[config.mk]
export PLATFORM = sky130hd
export DESIGN_NAME = hilbert_fir_transform_top_flat
export DESIGN_NICKNAME = d
export VERILOG_FILES = /design/src/sv/hft_pkg.sv /design/src/sv/hft_if.sv /design/src/sv/hft_mac.sv /design/src/sv/hilbert_fir_transform_top.sv /design/src/flat_wrapper.sv
export SDC_FILE = /design/constraint.sdc
export NUM_CORES = 2
export LEC_CHECK = 0
export BUFFER_PORTS_ARGS = -buffer_cell sky130_fd_sc_hd__buf_2
export CAP_MARGIN = 20
export CORE_ASPECT_RATIO = 1.1
export CORE_MARGIN = 1
export CORE_UTILIZATION = 40
export CTS_BUF_LIST = sky130_fd_sc_hd__clkbuf_2 sky130_fd_sc_hd__clkbuf_4 sky130_fd_sc_hd__clkbuf_8
export CTS_CLUSTER_SIZE = 24
export DETAILED_ROUTE_END_ITERATION = 10
export GPL_ROUTABILITY_DRIVEN = 0
export GPL_TIMING_DRIVEN = 1
export SETUP_SLACK_MARGIN = 0.3
export SLEW_MARGIN = 10
export SYNTH_ARGS = -nofsm -noshare
export SYNTH_HDL_FRONTEND = slang
export SYNTH_SLANG_ARGS = --single-unit
[constraint.sdc]
create_clock -name clock -period 7.9 [get_ports clock]
set_input_delay 2.37 -clock clock [delete_from_list [all_inputs] [get_ports clock]]
set_output_delay 2.37 -clock clock [all_outputs]
set_load 0.02 [all_outputs]
[src/sv/hft_pkg.sv]
// Shared types, constants and the coefficient lookup for the Hilbert FIR block.
// No dependencies; hft_mac and the top level import this package.
`default_nettype none

package hft_pkg;

   // sample counter width (saturates at its all-ones value)
   localparam int CNT_W      = 8;
   // tap index width carried between modules (covers up to 128 taps)
   localparam int TAP_IDX_W  = 8;
   // signed coefficient offset d = 2k - TAPS - 1, range +/-(TAPS+1)
   localparam int D_W        = 10;
   // single coefficient, signed, and the folded pair sum
   localparam int COEF_W     = 16;
   localparam int GCOEF_W    = 17;
   localparam int COEF_MAG_W = 15;
   // guard bits for the sum of up to 129 products
   localparam int ACC_GUARD  = 8;
   // Q30 -> Q15 with the halving folded in
   localparam int FRAC_SHIFT = 16;
   localparam int ROUND_HALF = 32768;

   // round(2^32 / (pi * 65536 * |d|)) for odd |d| = 1, 3, ..., 127
   localparam logic [COEF_MAG_W-1:0] COEF_TABLE [64] = '{
      15'd20861, 15'd6954,  15'd4172,  15'd2980,  15'd2318,  15'd1896,  15'd1605,  15'd1391,
      15'd1227,  15'd1098,  15'd993,   15'd907,   15'd834,   15'd773,   15'd719,   15'd673,
      15'd632,   15'd596,   15'd564,   15'd535,   15'd509,   15'd485,   15'd464,   15'd444,
      15'd426,   15'd409,   15'd394,   15'd379,   15'd366,   15'd354,   15'd342,   15'd331,
      15'd321,   15'd311,   15'd302,   15'd294,   15'd286,   15'd278,   15'd271,   15'd264,
      15'd258,   15'd251,   15'd245,   15'd240,   15'd234,   15'd229,   15'd224,   15'd220,
      15'd215,   15'd211,   15'd207,   15'd203,   15'd199,   15'd195,   15'd191,   15'd188,
      15'd185,   15'd181,   15'd178,   15'd175,   15'd172,   15'd170,   15'd167,   15'd164
   };

   typedef enum logic [2:0] {
      ST_IDLE,
      ST_MAC,
      ST_DRAIN,
      ST_EMIT,
      ST_ZEROS
   } state_type;

   // one read of the delay line, aligned with its registered data
   typedef struct packed {
      logic                 clear;
      logic                 valid;
      logic [TAP_IDX_W-1:0] tap;
   } mac_ctrl_type;

   // signed coefficient for offset d; zero when |d| falls outside the filter
   function automatic logic signed [COEF_W-1:0] coef_term(
      input logic signed [D_W-1:0] d,
      input int                    taps
   );
      logic [D_W-1:0]    mag;
      logic [COEF_W-1:0] c;
      mag = d[D_W-1] ? D_W'(-d) : D_W'(d);
      if (int'(mag) > taps - 1) begin
         c = '0;
      end else begin
         c = {1'b0, COEF_TABLE[mag[6:1]]};
      end
      return d[D_W-1] ? signed'(COEF_W'(-c)) : signed'(c);
   endfunction

endpackage

`default_nettype wire

[src/sv/hft_if.sv]
// Valid/ready channel interfaces for the Hilbert FIR block: request and response.
// No dependencies.
`default_nettype none

interface hft_req_if #(
   parameter int SAMPLE_BITS = 16
);
   logic                          valid;
   logic                          ready;
   logic                          req_type;
   logic signed [SAMPLE_BITS-1:0] sample;

   modport source (output valid, output req_type, output sample, input ready);
   modport sink   (input valid, input req_type, input sample, output ready);
endinterface

interface hft_rsp_if #(
   parameter int SAMPLE_BITS = 16
);
   logic                          valid;
   logic                          ready;
   logic signed [SAMPLE_BITS-1:0] value;
   logic                          last;
   logic                          status;

   modport source (output valid, output value, output last, output status, input ready);
   modport sink   (input valid, input value, input last, input status, output ready);
endinterface

`default_nettype wire

[src/sv/hft_mac.sv]
// Shared multiply-accumulate unit: folded coefficient lookup, one multiplier,
// accumulator, round and saturate. Depends on hft_pkg.
`default_nettype none

module hft_mac import hft_pkg::*; #(
   parameter int TAPS        = 128,
   parameter int SAMPLE_BITS = 16
) (
   input  wire logic                          clock,
   input  wire logic                          reset,
   input  wire mac_ctrl_type                  ctrl,
   input  wire logic signed [SAMPLE_BITS-1:0] data,
   output      logic signed [SAMPLE_BITS-1:0] value,
   output      logic                          busy
);

   localparam int PROD_W = SAMPLE_BITS + GCOEF_W;
   localparam int ACC_W  = PROD_W + ACC_GUARD;

   logic signed [D_W-1:0]         d_a;
   logic signed [D_W-1:0]         d_b;
   logic signed [GCOEF_W-1:0]     gcoef;

   logic                          a_valid_ff;
   logic                          a_valid_in;
   logic signed [SAMPLE_BITS-1:0] a_data_ff;
   logic signed [GCOEF_W-1:0]     a_coef_ff;
   logic                          b_valid_ff;
   logic                          b_valid_in;
   logic signed [PROD_W-1:0]      b_prod_ff;
   logic signed [PROD_W-1:0]      b_prod_in;
   logic signed [ACC_W-1:0]       acc_ff;
   logic signed [ACC_W-1:0]       acc_in;

   logic signed [ACC_W-1:0]       rnd;
   logic signed [ACC_W-1:0]       shr;
   logic signed [ACC_W-1:0]       max_v;
   logic signed [ACC_W-1:0]       min_v;

   // pair of taps folded into one coefficient: d and d + 2
   assign d_a   = signed'(D_W'(TAPS - 1) - D_W'({ctrl.tap, 1'b0}));
   assign d_b   = d_a + signed'(D_W'(2));
   assign gcoef = GCOEF_W'(coef_term(d_a, TAPS)) + GCOEF_W'(coef_term(d_b, TAPS));

   assign a_valid_in = ctrl.valid & ~ctrl.clear;
   assign b_valid_in = a_valid_ff;
   assign b_prod_in  = a_data_ff * a_coef_ff;

   always_comb begin
      if (ctrl.clear) begin
         acc_in = '0;
      end else if (b_valid_ff) begin
         acc_in = acc_ff + ACC_W'(b_prod_ff);
      end else begin
         acc_in = acc_ff;
      end
   end

   always_ff @(posedge clock) begin
      if (reset) begin
         a_valid_ff <= 1'b0;
         b_valid_ff <= 1'b0;
      end else begin
         a_valid_ff <= a_valid_in;
         b_valid_ff <= b_valid_in;
      end
   end

   always_ff @(posedge clock) begin
      a_data_ff <= data;
      a_coef_ff <= gcoef;
      b_prod_ff <= b_prod_in;
      acc_ff    <= acc_in;
   end

   // floor((acc + 2^15) / 2^16), then clamp to the sample range
   assign rnd   = acc_ff + ACC_W'(ROUND_HALF);
   assign shr   = rnd >>> FRAC_SHIFT;
   assign max_v = ACC_W'({1'b0, {(SAMPLE_BITS-1){1'b1}}});
   assign min_v = ~max_v;

   always_comb begin
      if (shr > max_v) begin
         value = max_v[SAMPLE_BITS-1:0];
      end else if (shr < min_v) begin
         value = min_v[SAMPLE_BITS-1:0];
      end else begin
         value = shr[SAMPLE_BITS-1:0];
      end
   end

   assign busy = ctrl.valid | a_valid_ff | b_valid_ff;

endmodule

`default_nettype wire

[src/sv/hilbert_fir_transform_top.sv]
// Hilbert-transform FIR, top level: delay-line memory, sequencer, response register.
// Depends on hft_pkg, hft_if (hft_req_if, hft_rsp_if) and hft_mac.
//
//   channel  | dir | transfer carries             | notes
//   ---------+-----+------------------------------+----------------------------------
//   req_if   | in  | req_type, sample             | req_type 1 = end-of-record flush
//   rsp_if   | out | value, last, status          | registered; status 1 = short record
//
// Sequence: a sample that yields a filtered value passes through the accepting cycle,
//   TAPS + 1 multiply-accumulate steps through the shared multiplier, a drain of the read
//   register and the MAC pipeline, then the load into the output register. Edge-zero
//   samples and a short-record flush go from the accepting cycle straight to the output
//   step, silent samples leave the sequencer idle; a flush of a full record emits TAPS/2 zeros.
// Reset: synchronous, active high; clears the sequencer, counters and response valid.
//   The delay-line memory has no reset: it is only read once it holds TAPS+1 samples.
// Stalls: req_if.ready is high only while the sequencer is idle. A held response
//   stalls the sequencer at the output step; the next request is still taken once the
//   result sits in the output register.
`default_nettype none

module hilbert_fir_transform_top import hft_pkg::*; #(
   parameter int TAPS        = 128,
   parameter int SAMPLE_BITS = 16
) (
   input  wire logic clock,
   input  wire logic reset,
   hft_req_if.sink   req_if,
   hft_rsp_if.source rsp_if
);

   localparam int DEPTH = TAPS + 1;
   localparam int PTR_W = $clog2(DEPTH);
   localparam int TAP_W = $clog2(DEPTH);

   state_type                     state_ff;
   state_type                     state_in;

   // delay line as a ring buffer; wp points at the oldest entry
   logic signed [SAMPLE_BITS-1:0] dl_mem [DEPTH];
   logic signed [SAMPLE_BITS-1:0] rd_data_ff;
   logic [PTR_W-1:0]              wp_ff;
   logic [PTR_W-1:0]              wp_in;
   logic [PTR_W-1:0]              wp_next;
   logic [PTR_W-1:0]              rp_ff;
   logic [PTR_W-1:0]              rp_in;
   logic [PTR_W-1:0]              rp_next;
   logic [TAP_W-1:0]              tap_ff;
   logic [TAP_W-1:0]              tap_in;
   logic [CNT_W-1:0]              cnt_ff;
   logic [CNT_W-1:0]              cnt_in;
   logic [CNT_W-1:0]              cnt_new;

   logic                          res_filt_ff;
   logic                          res_filt_in;
   logic                          res_err_ff;
   logic                          res_err_in;

   logic                          rsp_valid_ff;
   logic                          rsp_valid_in;
   logic signed [SAMPLE_BITS-1:0] rsp_value_ff;
   logic signed [SAMPLE_BITS-1:0] rsp_value_in;
   logic                          rsp_last_ff;
   logic                          rsp_last_in;
   logic                          rsp_status_ff;
   logic                          rsp_status_in;

   logic                          accept;
   logic                          wr_en;
   logic                          issue;
   logic                          out_free;
   logic                          out_load;
   logic                          last_zero;
   mac_ctrl_type                  mac_ctrl_ff;
   mac_ctrl_type                  mac_ctrl_in;
   logic signed [SAMPLE_BITS-1:0] mac_value;
   logic                          mac_busy;

   assign accept    = req_if.valid & req_if.ready;
   assign wr_en     = accept & ~req_if.req_type;
   assign out_free  = ~rsp_valid_ff | rsp_if.ready;
   assign cnt_new   = (cnt_ff == {CNT_W{1'b1}}) ? cnt_ff : cnt_ff + CNT_W'(1);
   assign wp_next   = (wp_ff == PTR_W'(TAPS)) ? '0 : wp_ff + PTR_W'(1);
   assign rp_next   = (rp_ff == PTR_W'(TAPS)) ? '0 : rp_ff + PTR_W'(1);
   assign last_zero = (tap_ff == TAP_W'(TAPS/2 - 1));

   // ---------------- next state ----------------
   always_comb begin
      state_in = state_ff;
      case (state_ff)
         ST_IDLE: begin
            if (accept) begin
               if (req_if.req_type) begin
                  state_in = (cnt_ff < CNT_W'(TAPS)) ? ST_EMIT : ST_ZEROS;
               end else if (cnt_new <= CNT_W'(TAPS/2)) begin
                  state_in = ST_EMIT;
               end else if (cnt_new > CNT_W'(TAPS)) begin
                  state_in = ST_MAC;
               end
            end
         end
         ST_MAC: begin
            if (tap_ff == TAP_W'(TAPS)) begin
               state_in = ST_DRAIN;
            end
         end
         ST_DRAIN: begin
            if (!mac_busy) begin
               state_in = ST_EMIT;
            end
         end
         ST_EMIT: begin
            if (out_free) begin
               state_in = ST_IDLE;
            end
         end
         ST_ZEROS: begin
            if (out_free && last_zero) begin
               state_in = ST_IDLE;
            end
         end
         default: begin
            state_in = ST_IDLE;
         end
      endcase
   end

   // ---------------- outputs and datapath controls ----------------
   always_comb begin
      req_if.ready  = 1'b0;
      issue         = 1'b0;
      out_load      = 1'b0;
      wp_in         = wp_ff;
      rp_in         = rp_ff;
      tap_in        = tap_ff;
      cnt_in        = cnt_ff;
      res_filt_in   = res_filt_ff;
      res_err_in    = res_err_ff;
      rsp_value_in  = rsp_value_ff;
      rsp_last_in   = rsp_last_ff;
      rsp_status_in = rsp_status_ff;
      mac_ctrl_in   = '{clear: 1'b0, valid: 1'b0, tap: '0};
      case (state_ff)
         ST_IDLE: begin
            req_if.ready = 1'b1;
            if (accept) begin
               tap_in = '0;
               if (req_if.req_type) begin
                  // flush: record starts over
                  cnt_in      = '0;
                  wp_in       = '0;
                  res_err_in  = 1'b1;
                  res_filt_in = 1'b0;
               end else begin
                  cnt_in      = cnt_new;
                  wp_in       = wp_next;
                  rp_in       = wp_next;
                  res_err_in  = 1'b0;
                  res_filt_in = (cnt_new > CNT_W'(TAPS));
                  mac_ctrl_in.clear = 1'b1;
               end
            end
         end
         ST_MAC: begin
            issue             = 1'b1;
            mac_ctrl_in.valid = 1'b1;
            mac_ctrl_in.tap   = TAP_IDX_W'(tap_ff);
            rp_in             = rp_next;
            tap_in            = tap_ff + TAP_W'(1);
         end
         ST_EMIT: begin
            if (out_free) begin
               out_load      = 1'b1;
               rsp_value_in  = res_filt_ff ? mac_value : '0;
               rsp_last_in   = res_err_ff;
               rsp_status_in = res_err_ff;
            end
         end
         ST_ZEROS: begin
            if (out_free) begin
               out_load      = 1'b1;
               rsp_value_in  = '0;
               rsp_last_in   = last_zero;
               rsp_status_in = 1'b0;
               tap_in        = tap_ff + TAP_W'(1);
            end
         end
         default: begin
         end
      endcase
   end

   assign rsp_valid_in = out_load | (rsp_valid_ff & ~rsp_if.ready);

   always_ff @(posedge clock) begin
      if (reset) begin
         state_ff     <= ST_IDLE;
         cnt_ff       <= '0;
         wp_ff        <= '0;
         rp_ff        <= '0;
         tap_ff       <= '0;
         rsp_valid_ff <= 1'b0;
         mac_ctrl_ff  <= '{clear: 1'b0, valid: 1'b0, tap: '0};
      end else begin
         state_ff     <= state_in;
         cnt_ff       <= cnt_in;
         wp_ff        <= wp_in;
         rp_ff        <= rp_in;
         tap_ff       <= tap_in;
         rsp_valid_ff <= rsp_valid_in;
         mac_ctrl_ff  <= mac_ctrl_in;
      end
   end

   always_ff @(posedge clock) begin
      res_filt_ff   <= res_filt_in;
      res_err_ff    <= res_err_in;
      rsp_value_ff  <= rsp_value_in;
      rsp_last_ff   <= rsp_last_in;
      rsp_status_ff <= rsp_status_in;
   end

   // delay-line memory: one write on a sample transfer, one registered read per cycle while in ST_MAC
   always_ff @(posedge clock) begin
      if (wr_en) begin
         dl_mem[wp_ff] <= req_if.sample;
      end
      if (issue) begin
         rd_data_ff <= dl_mem[rp_ff];
      end
   end

   hft_mac #(
      .TAPS        (TAPS),
      .SAMPLE_BITS (SAMPLE_BITS)
   ) u_mac (
      .clock (clock),
      .reset (reset),
      .ctrl  (mac_ctrl_ff),
      .data  (rd_data_ff),
      .value (mac_value),
      .busy  (mac_busy)
   );

   assign rsp_if.valid  = rsp_valid_ff;
   assign rsp_if.value  = rsp_value_ff;
   assign rsp_if.last   = rsp_last_ff;
   assign rsp_if.status = rsp_status_ff;

endmodule

`default_nettype wire

[src/flat_wrapper.sv]
// flat-port wrapper written by rule: the top's interface ports become plain ports
module hilbert_fir_transform_top_flat import hft_pkg::*;
#(
   parameter int TAPS        = 128,
   parameter int SAMPLE_BITS = 16
)
  (clock, reset, req_if_valid, req_if_req_type, req_if_sample, req_if_ready, rsp_if_valid, rsp_if_value, rsp_if_last, rsp_if_status, rsp_if_ready);
  hft_req_if #(.SAMPLE_BITS(SAMPLE_BITS)) req_if_i ();
  hft_rsp_if #(.SAMPLE_BITS(SAMPLE_BITS)) rsp_if_i ();
  input  wire logic clock;
  input  wire logic reset;
  input wire logic [$bits(req_if_i.valid)-1:0] req_if_valid;
  input wire logic [$bits(req_if_i.req_type)-1:0] req_if_req_type;
  input wire logic [$bits(req_if_i.sample)-1:0] req_if_sample;
  output wire logic [$bits(req_if_i.ready)-1:0] req_if_ready;
  output wire logic [$bits(rsp_if_i.valid)-1:0] rsp_if_valid;
  output wire logic [$bits(rsp_if_i.value)-1:0] rsp_if_value;
  output wire logic [$bits(rsp_if_i.last)-1:0] rsp_if_last;
  output wire logic [$bits(rsp_if_i.status)-1:0] rsp_if_status;
  input wire logic [$bits(rsp_if_i.ready)-1:0] rsp_if_ready;
  assign req_if_i.valid = req_if_valid;
  assign req_if_i.req_type = req_if_req_type;
  assign req_if_i.sample = req_if_sample;
  assign req_if_ready = req_if_i.ready;
  assign rsp_if_valid = rsp_if_i.valid;
  assign rsp_if_value = rsp_if_i.value;
  assign rsp_if_last = rsp_if_i.last;
  assign rsp_if_status = rsp_if_i.status;
  assign rsp_if_i.ready = rsp_if_ready;
  hilbert_fir_transform_top #(.TAPS(TAPS), .SAMPLE_BITS(SAMPLE_BITS)) u_core (.clock(clock), .reset(reset), .req_if(req_if_i), .rsp_if(rsp_if_i));
endmodule
Word-level counts from Yosys, hierarchy flattened
Memory sizes are Yosys's and may differ from the RTL's. A register that Yosys moved wholly into a read port is not among the register bits.
Cells that the tools add are included.

word-level totals
  bits in latches = 0
  memory bits (writable) = 2064
  register bits after elaboration = 175
  bits of input ports = 21
  output and inout bits = 20
  ROM bits = 1920
  memories kept = 3
  logic and storage cells = 144

cells by class
  $lt $le $gt $ge = 9
  $add $sub $neg = 13
  divide/modulo/power cells = 0
  reduce and logical (&&, ||, !) cells = 13
  multipliers = 1
  multiplexer cells = 51
  shift operators = 0
  bitwise operators = 17
  equal/unequal tests = 17

memories
  memory           words  width  rd ports  clocked after Yosys merged registers in  wr ports  RTL line                         source
  u_core.dl_mem    129    16     1         1                                        1         hilbert_fir_transform_top.sv:39  logic signed [SAMPLE_BITS-1:0] dl_mem [DEPTH];
  (no name shown)  64     15     1         0                                        0         hft_pkg.sv:61                    c = {1'b0, COEF_TABLE[mag[6:1]]};
  (no name shown)  64     15     1         0                                        0         hft_pkg.sv:61

operator list
  operator                                                          number
  2-to-1 mux 16 bit                                                 7
  2-to-1 mux 15 bit                                                 6
  2-to-1 mux 8 bit                                                  9
  adder 41 x 17 -> 41 bit (second input constant)                   1
  adder 41 x 33 -> 41 bit                                           1
  multiplier 16 x 17 -> 33 bit                                      1
  adder 8 x 1 -> 8 bit (second input constant)                      4
  equality test 8 bit (second input constant)                       4
  negator 16 bit                                                    2
  one-hot mux 16 bit (2 select lines)                               1
  2-to-1 mux 3 bit                                                  9
  greater-than comparator 25 x 16 -> 1 bit (second input constant)  1
  less-than comparator 25 x 16 -> 1 bit (second input constant)     1
  one-hot mux 8 bit (3 select lines)                                1
  greater-than comparator 10 x 7 -> 1 bit (second input constant)   2
  2-to-1 mux 10 bit                                                 2
  negator 10 bit                                                    2
  adder 16 x 16 -> 17 bit                                           1
  one-hot mux 8 bit (2 select lines)                                1
  one-hot mux 3 bit (5 select lines)                                1
  greater-or-equal comparator 7 bit (second input constant)         2
  NOT 6 -> 7 bit                                                    2
  2-to-1 mux 1 bit                                                  11
  adder 10 x 3 -> 10 bit (second input constant)                    1
  25 further kinds                                                  48

Logic depth before layout (Yosys ltp)
  word-level depth = 12
  mapped depth = 36
  mapped depth without buffers = 29

Modules after synthesis
A second synthesis with hierarchy kept.

second synthesis, totals
  cells, all modules = 6580
  area, all modules = 104687.9 um^2

modules (own cells, without submodules)
  module                     cells each  area an instance (um^2)  instances  seq. area each (um^2)
  hilbert_fir_transform_top  4002        83349.9                  1          63981.4
  hft_mac                    2578        21338.0                  1          2182.1

Least setup slack after synthesis
No wires, ideal clock.

  path kind = flip-flop to flip-flop
  start point = reg u_core.mac_ctrl_ff[6] (netlist bit)
  end point = reg u_core.u_mac.a_coef_ff[14]
  cell stages (with the launch flop) = 34
  setup slack = 0.949 ns
  setup time = 0.059 ns
  buffers on the path = 9
  clock period less this slack = 6.951 ns
  arrival = 6.892 ns
  cell sequence = dfxtp_1 > inv_1 > ha_1 > buf_6 > buf_4 > buf_4 > buf_2 > buf_2 > buf_2 > clkbuf_1 > clkbuf_1 > xor2_1 > inv_1 > ha_1 > clkbuf_1 > nand2_1 > a21boi_0 > o22ai_1 > o31a_1 > a311oi_1 > inv_1 > ha_1 > mux2_2 > fa_1 > a21o_1 > a21oi_1 > o21bai_1 > a21oi_1 > o21ai_0 > and2_1 > o31a_1 > o21a_1 > a221oi_1 > o31a_1

on the way
  cells in the longest elaborated chain, start to end = 11
  elaborated cells between the ends (all ways) = 23
  those cells by class = add/sub: 7; order compare: 2; mux: 10; bitwise: 2; memory: 2

ends and longest elaborated chain
  element                                                 RTL line                          source
  start: declaration                                      hilbert_fir_transform_top.sv:73   mac_ctrl_type mac_ctrl_ff;
  start signal: assignment                                hilbert_fir_transform_top.sv:202  mac_ctrl_ff <= '{clear: 1'b0, valid: 1'b0, tap: '0};
  start signal: assignment                                hilbert_fir_transform_top.sv:210  mac_ctrl_ff <= mac_ctrl_in;
  subtractor 7 x 9 -> 10 bit *                            hft_mac.sv:41                     assign d_a = signed'(D_W'(TAPS - 1) - D_W'({ctrl.tap, 1'b0}));
  branches (longest 9 deep; another with negator 16 bit)  n/a
  adder 16 x 16 -> 17 bit *                               hft_mac.sv:43                     assign gcoef = GCOEF_W'(coef_term(d_a, TAPS)) + GCOEF_W'(coef_term(d_b, TAPS));
  net u_core.u_mac.gcoef[14]                              hft_mac.sv:22                     logic signed [GCOEF_W-1:0] gcoef;
  end signal: assignment                                  hft_mac.sv:71                     a_coef_ff <= gcoef;
  end: declaration                                        hft_mac.sv:27                     logic signed [GCOEF_W-1:0] a_coef_ff;

Mark *: on every way through the listed nets, which the timed path passes. The select of a mux whose other input is x is not followed.
A chain may end at the register's enable or synchronous reset.

Worst setup path in the final report
  start point = reg u_core.mac_ctrl_ff[2] (netlist bit)
  end point = reg u_core.u_mac.a_coef_ff[15]

on the way
  cells in the longest elaborated chain, start to end = 12
  elaborated cells between the ends (all ways) = 23
  those cells by class = add/sub: 7; order compare: 2; mux: 10; bitwise: 2; memory: 2

ends and longest elaborated chain
  element                                                RTL line       source
  subtractor 7 x 9 -> 10 bit *                           hft_mac.sv:41
  adder 10 x 3 -> 10 bit                                 hft_mac.sv:42  assign d_b = d_a + signed'(D_W'(2));
  negator 10 bit                                         hft_pkg.sv:57  mag = d[D_W-1] ? D_W'(-d) : D_W'(d);
  2-to-1 mux 10 bit                                      hft_pkg.sv:57
  NOT 6 -> 7 bit (implied by the code)                   hft_pkg.sv:61
  memory read (64 x 15 bit)                              n/a
  2-to-1 mux 15 bit (implied by the code) (2 in series)  hft_pkg.sv:61
  2-to-1 mux 15 bit                                      hft_pkg.sv:58  if (int'(mag) > taps - 1) begin
  negator 16 bit                                         hft_pkg.sv:63  return d[D_W-1] ? signed'(COEF_W'(-c)) : signed'(c);
  2-to-1 mux 16 bit                                      hft_pkg.sv:63
  adder 16 x 16 -> 17 bit *                              hft_mac.sv:43
  net u_core.u_mac.gcoef[15]                             hft_mac.sv:22

The timed path passes the listed nets; every way through them passes the cells marked *. The select of a mux whose other input is x is not followed.

==> impl_summary.txt <==
----------------------------------------------------
[Clocking]
  Clock-pin slew on the worst setup and hold paths ... 60 ps
  Hold-fix buffers, CTS ... 0
  Clock buffer depth ... 4
  Root buf cell ... sky130_fd_sc_hd__clkbuf_8
  Latest clock arrival within the worst-skew pair ... 1130 ps
  Setup Fix Bufs, Post-CTS ... 0
  # H-tree levels ... 5
  Clock tree from TritonCTS ... built
  CTS sink count ... 2255
  Resized cells post-CTS ... 0
  Clock buffers created by TritonCTS ... 381

[STA]
  Post-layout minimum cycle time ... 7010 ps
  Final period utilization ... 88.7%
  Setup repair after global routing missed its margin ... false
  Number of slew-limit violations in the final report ... 0
  Final TNS setup ... 0 ps
  Endpoints failing hold ... 0
  Fmax ... 143 MHz
  Slew at the pin closest to its max-slew limit ... 1200 ps
  Worst hold-check slack ... 348 ps
  Post-Route Skew ... 168 ps
  Setup violation total in the final timing report ... 0
  Rel. slew slack ... 20.0%

[Global routing]
  Vias in the first global route ... 59000
  Global-route congestion overflow total ... 0
  Initial antenna violation count ... 19
  Total global routing track utilization ... 20.7%
  Maximum number of pins on one net before global-route repair ... 101
  First-pass GRT wire length ... 397000 um

[Worst setup path]
  Endpoint of the worst-slack reg-to-reg timing path ... u_core.u_mac.a_coef_ff[15]
  Worst setup EP type ... flip-flop
  Category of the critical setup timing path ... reg2reg
  Startpoint Class ... flip-flop
  Critical Path RT ... 8790 ps
  Peak fanout along the critical path ... 22
  R2R Path Start ... u_core.mac_ctrl_ff[2]
  Crit path DAT ... 7900 ps
  Register-to-register setup slack ... 890 ps
  Worst Reg-to-Reg Cells ... 24

[Drt]
  Final wirelength ... 269000 um
  Post-detailed-route DRC marker count ... 0
  Routed wirelength normalized by instance count ... 26.5 um
  Average vias per placed instance ... 5.65
  Number of DRC markers in iteration 0 ... 5498
  Routed Antenna Nets ... 0
  Via count of the routed design ... 57300
  DRT Pass-1 Iters ... 6

[Final layout]
  Fraction of final layout cells sized beyond drive strength 1 ... 24.5%
  Most frequent cells in the layout ... sky130_fd_sc_hd__edfxtp_1 (2100), sky130_fd_sc_hd__mux4_2 (642), sky130_fd_sc_hd__clkbuf_8 (398), sky130_fd_sc_hd__inv_1 (358), sky130_fd_sc_hd__nand2_1 (329)
  Final cell utilization of the core ... 45.3%
  Count of nets after finishing ... 6904
  Most frequent standard cell in the layout excluding fill and tap cells ... sky130_fd_sc_hd__edfxtp_1
  Area Growth Syn to Fin ... 12.3%

[Power and ir drop]
  Lkg Pwr ... 38.7 nW
  Sequential cell fraction of total power ... 38.9%
  Pwr dens ... 309 nW/um2
  Cell-internal power ... 24.4 mW
  Net switching power of the design ... 11.6 mW
  Fraction of power consumed by combinational cells ... 32.9%
  Largest voltage drop on the vdd net ... 0.470 mV
  Clock share of power ... 28.2%
  Share of total power consumed by net switching ... 32.3%
  Overall power ... 36.0 mW

[Logic synthesis]
  Register area share after synthesis ... 63.8%
  Area share of the largest cell type after synthesis ... 60.8%
  Synth Flop Type ... sky130_fd_sc_hd__edfxtp_1
  Number of distinct library cells after synthesis ... 105
  Post-synthesis net count ... 6599
  Top post-synthesis cells by area ... sky130_fd_sc_hd__edfxtp_1 (61%), sky130_fd_sc_hd__mux4_2 (14%), sky130_fd_sc_hd__fa_1 (5.4%), sky130_fd_sc_hd__dfxtp_1 (3.0%), sky130_fd_sc_hd__ha_1 (2.2%)
  Asr flop ratio synth ... 0%
  Cell area after synthesis ... 104000 um2
  Number of flops mapped to enable cells by yosys ... 2100
  Cell type contributing the most total cell area after synthesis ... sky130_fd_sc_hd__edfxtp_1
  Average instance area after synthesis ... 17.0 um2
  Post-Synthesis Cells ... 6119
  Flops & latches, synth ... 2255
  Number of warnings issued by yosys ... 0

[Min path]
  Hold Startpoint ... u_core.rd_data_ff[10]
  Worst hold endpoint ... u_core.u_mac.a_data_ff[10]
  Worst Hold Class ... reg2reg
  Number of stages on the worst hold path ... 0

[Floorplan]
  Initial Util ... 40.3%
  Number of core rows ... 195
  Placeable Area ... 257000 um2
  Floorplan die height ... 536 um
  Boundary pin count ... 41
  Die Outline Area ... 261000 um2
  Die X-Extent ... 488 um

[Place]
  # port buffers ... 40
  Detailed placer's ending HPWL ... 164000 um

[Outcome]
  Outcome ... complete, no violations

[Flow run]
  Max-cap violation count ... 0

----------------------------------------------------
power by group through the flow:
| stage | Clock, mW | Sequential [mW] | Combinational [mW] |
|---|---|---|---|
| final | 10.2 | 14.0 | 11.8 |
| after CTS | 10.4 | 14.0 | 12.0 |
| after global placement | 0 | 14.2 | 11.9 |
| after detailed placement | 0 | 14.2 | 12.0 |
| after global routing | 10.9 | 14.0 | 13.0 |
| after floorplan | 0 | 13.9 | 8.74 |
per-stage QoR:
step / cell area, um2 / std cells / setup WS (ps)
3_3_place_gp: 109000 / 9464 / 1040
5_1_grt: 116000 / 10100 / 350
6_report: 116000 / 10200 / 892
3_5_place_dp: 109000 / 9487 / 925
2_1_floorplan: 104000 / 6119 / 949
4_1_cts: 116000 / 10100 / 741
cell families (layout without fill, tap and decap cells):
family | Yosys count | count (layout) | synth area share (%)
AO/OA/AOI/OAI | 679 | 679 | 4.31
XOR/XNOR | 170 | 170 | 1.56
adder cells (fa/ha/maj) | 459 | 459 | 7.55
buffers and inverters | 685 | 1262 | 2.62
flip-flops | 2255 | 2255 | 63.8
multiplexers | 742 | 742 | 14.9
other | 0 | 7 | 0
AND/OR/NAND/NOR | 1129 | 1129 | 5.25
per-layer routing:
metal	track usage, %	up-vias	share of wire [%]
li1	-	24400	-
met1	26.9	30300	40
met2	35.0	2205	50
met3	3.56	503	6.7
met4	7.03	6	3.3
met5	0	-	0.010
critical path: stages (launching register included):
cell                       delay (ps)
sky130_fd_sc_hd__dfxtp_2          470
sky130_fd_sc_hd__inv_2            350
sky130_fd_sc_hd__ha_1             280
sky130_fd_sc_hd__nor2b_1          640
sky130_fd_sc_hd__xnor2_2          450
sky130_fd_sc_hd__or3_1            530
sky130_fd_sc_hd__a21oi_1          420
sky130_fd_sc_hd__o21ai_0          170
sky130_fd_sc_hd__a31oi_1          240
sky130_fd_sc_hd__nor2b_1          200
sky130_fd_sc_hd__o21a_1           190
sky130_fd_sc_hd__ha_1             230
sky130_fd_sc_hd__nand2_1           60
sky130_fd_sc_hd__o21ai_0          160
sky130_fd_sc_hd__ha_1             350
sky130_fd_sc_hd__a21o_1           160
sky130_fd_sc_hd__a21oi_1          230
sky130_fd_sc_hd__o21bai_1          90
sky130_fd_sc_hd__a21o_1           200
sky130_fd_sc_hd__a21oi_1          190
sky130_fd_sc_hd__o21ai_0          150
sky130_fd_sc_hd__o41ai_1          550
sky130_fd_sc_hd__o211ai_1         190
sky130_fd_sc_hd__a21oi_1          200
sky130_fd_sc_hd__xnor2_1          140
sequential cells by signal, indices dropped and copies added (netlist names):
name	cells
u_core.cnt_ff	8
u_core.dl_mem	2064
u_core.res_filt_ff	1
u_core.u_mac.b_valid_ff	1
u_core.state_ff	3
u_core.mac_ctrl_ff	10
u_core.rp_ff	8
u_core.rd_data_ff	16
u_core.rsp_if.last	1
u_core.wp_ff	8
u_core.rsp_if.valid	1
u_core.u_mac.a_valid_ff	1
u_core.u_mac.acc_ff	41
u_core.rsp_if.status	1
u_core.u_mac.a_coef_ff	17
u_core.u_mac.b_prod_ff	33
u_core.tap_ff	8
u_core.rsp_if.value	16
u_core.u_mac.a_data_ff	16
u_core.res_err_ff	1
synthesized netlist by cell type, types with 12 or more instances:
master and n:
sky130_fd_sc_hd__o21ai_0 160, sky130_fd_sc_hd__inv_1 358, sky130_fd_sc_hd__buf_1 45, sky130_fd_sc_hd__nand3_1 74
sky130_fd_sc_hd__mux4_2 642, sky130_fd_sc_hd__nor4_1 12, sky130_fd_sc_hd__a221oi_1 15, sky130_fd_sc_hd__o22ai_1 23
sky130_fd_sc_hd__edfxtp_1 2100, sky130_fd_sc_hd__nor3_1 48, sky130_fd_sc_hd__a31oi_1 38, sky130_fd_sc_hd__a211oi_1 46
sky130_fd_sc_hd__ha_1 181, sky130_fd_sc_hd__and3_1 23, sky130_fd_sc_hd__nand2b_1 33, sky130_fd_sc_hd__xnor2_1 106
sky130_fd_sc_hd__fa_1 278, sky130_fd_sc_hd__buf_2 65, sky130_fd_sc_hd__mux2i_1 88, sky130_fd_sc_hd__o31ai_1 14
sky130_fd_sc_hd__nand4_1 16, sky130_fd_sc_hd__nor3b_1 12, sky130_fd_sc_hd__nand2_1 329, sky130_fd_sc_hd__xor2_1 53
sky130_fd_sc_hd__nor2_1 324, sky130_fd_sc_hd__a21oi_1 159, sky130_fd_sc_hd__or3_1 17, sky130_fd_sc_hd__clkbuf_1 197
sky130_fd_sc_hd__nor2b_1 35, sky130_fd_sc_hd__and2_1 157, sky130_fd_sc_hd__a311oi_1 15, sky130_fd_sc_hd__a21o_1 41
sky130_fd_sc_hd__o21a_1 25, sky130_fd_sc_hd__o211ai_1 22, sky130_fd_sc_hd__dfxtp_1 155
area by class of cell:
class                      instances  area (um2)
fill                           22400      141000
sequential                      2255       66200
multi-input combinational       3179       35200
clock buffer                     530        6470
tap                             3447        4310
timing repair buffer             241        2100
inverter                         366        1380
clock inverter                   125         815
antenna                            7        17.5
worst max path at each step:
| stage | startpoint | end | slack, ps | cells after the start |
|---|---|---|---|---|
| 2_1_floorplan | u_core.mac_ctrl_ff[6] | u_core.u_mac.a_coef_ff[14] | 950 | 33 |
| 3_3_place_gp | u_core.mac_ctrl_ff[1] | u_core.u_mac.a_coef_ff[15] | 1040 | 28 |
| 3_5_place_dp | u_core.mac_ctrl_ff[1] | u_core.u_mac.a_coef_ff[14] | 930 | 28 |
| 4_1_cts | u_core.mac_ctrl_ff[1] | u_core.u_mac.a_coef_ff[15] | 740 | 28 |
| 5_1_grt | u_core.mac_ctrl_ff[6] | u_core.u_mac.a_coef_ff[14] | 350 | 28 |
| 6_report | u_core.mac_ctrl_ff[2] | u_core.u_mac.a_coef_ff[15] | 890 | 24 |
Power figures use the tool's default switching activity.
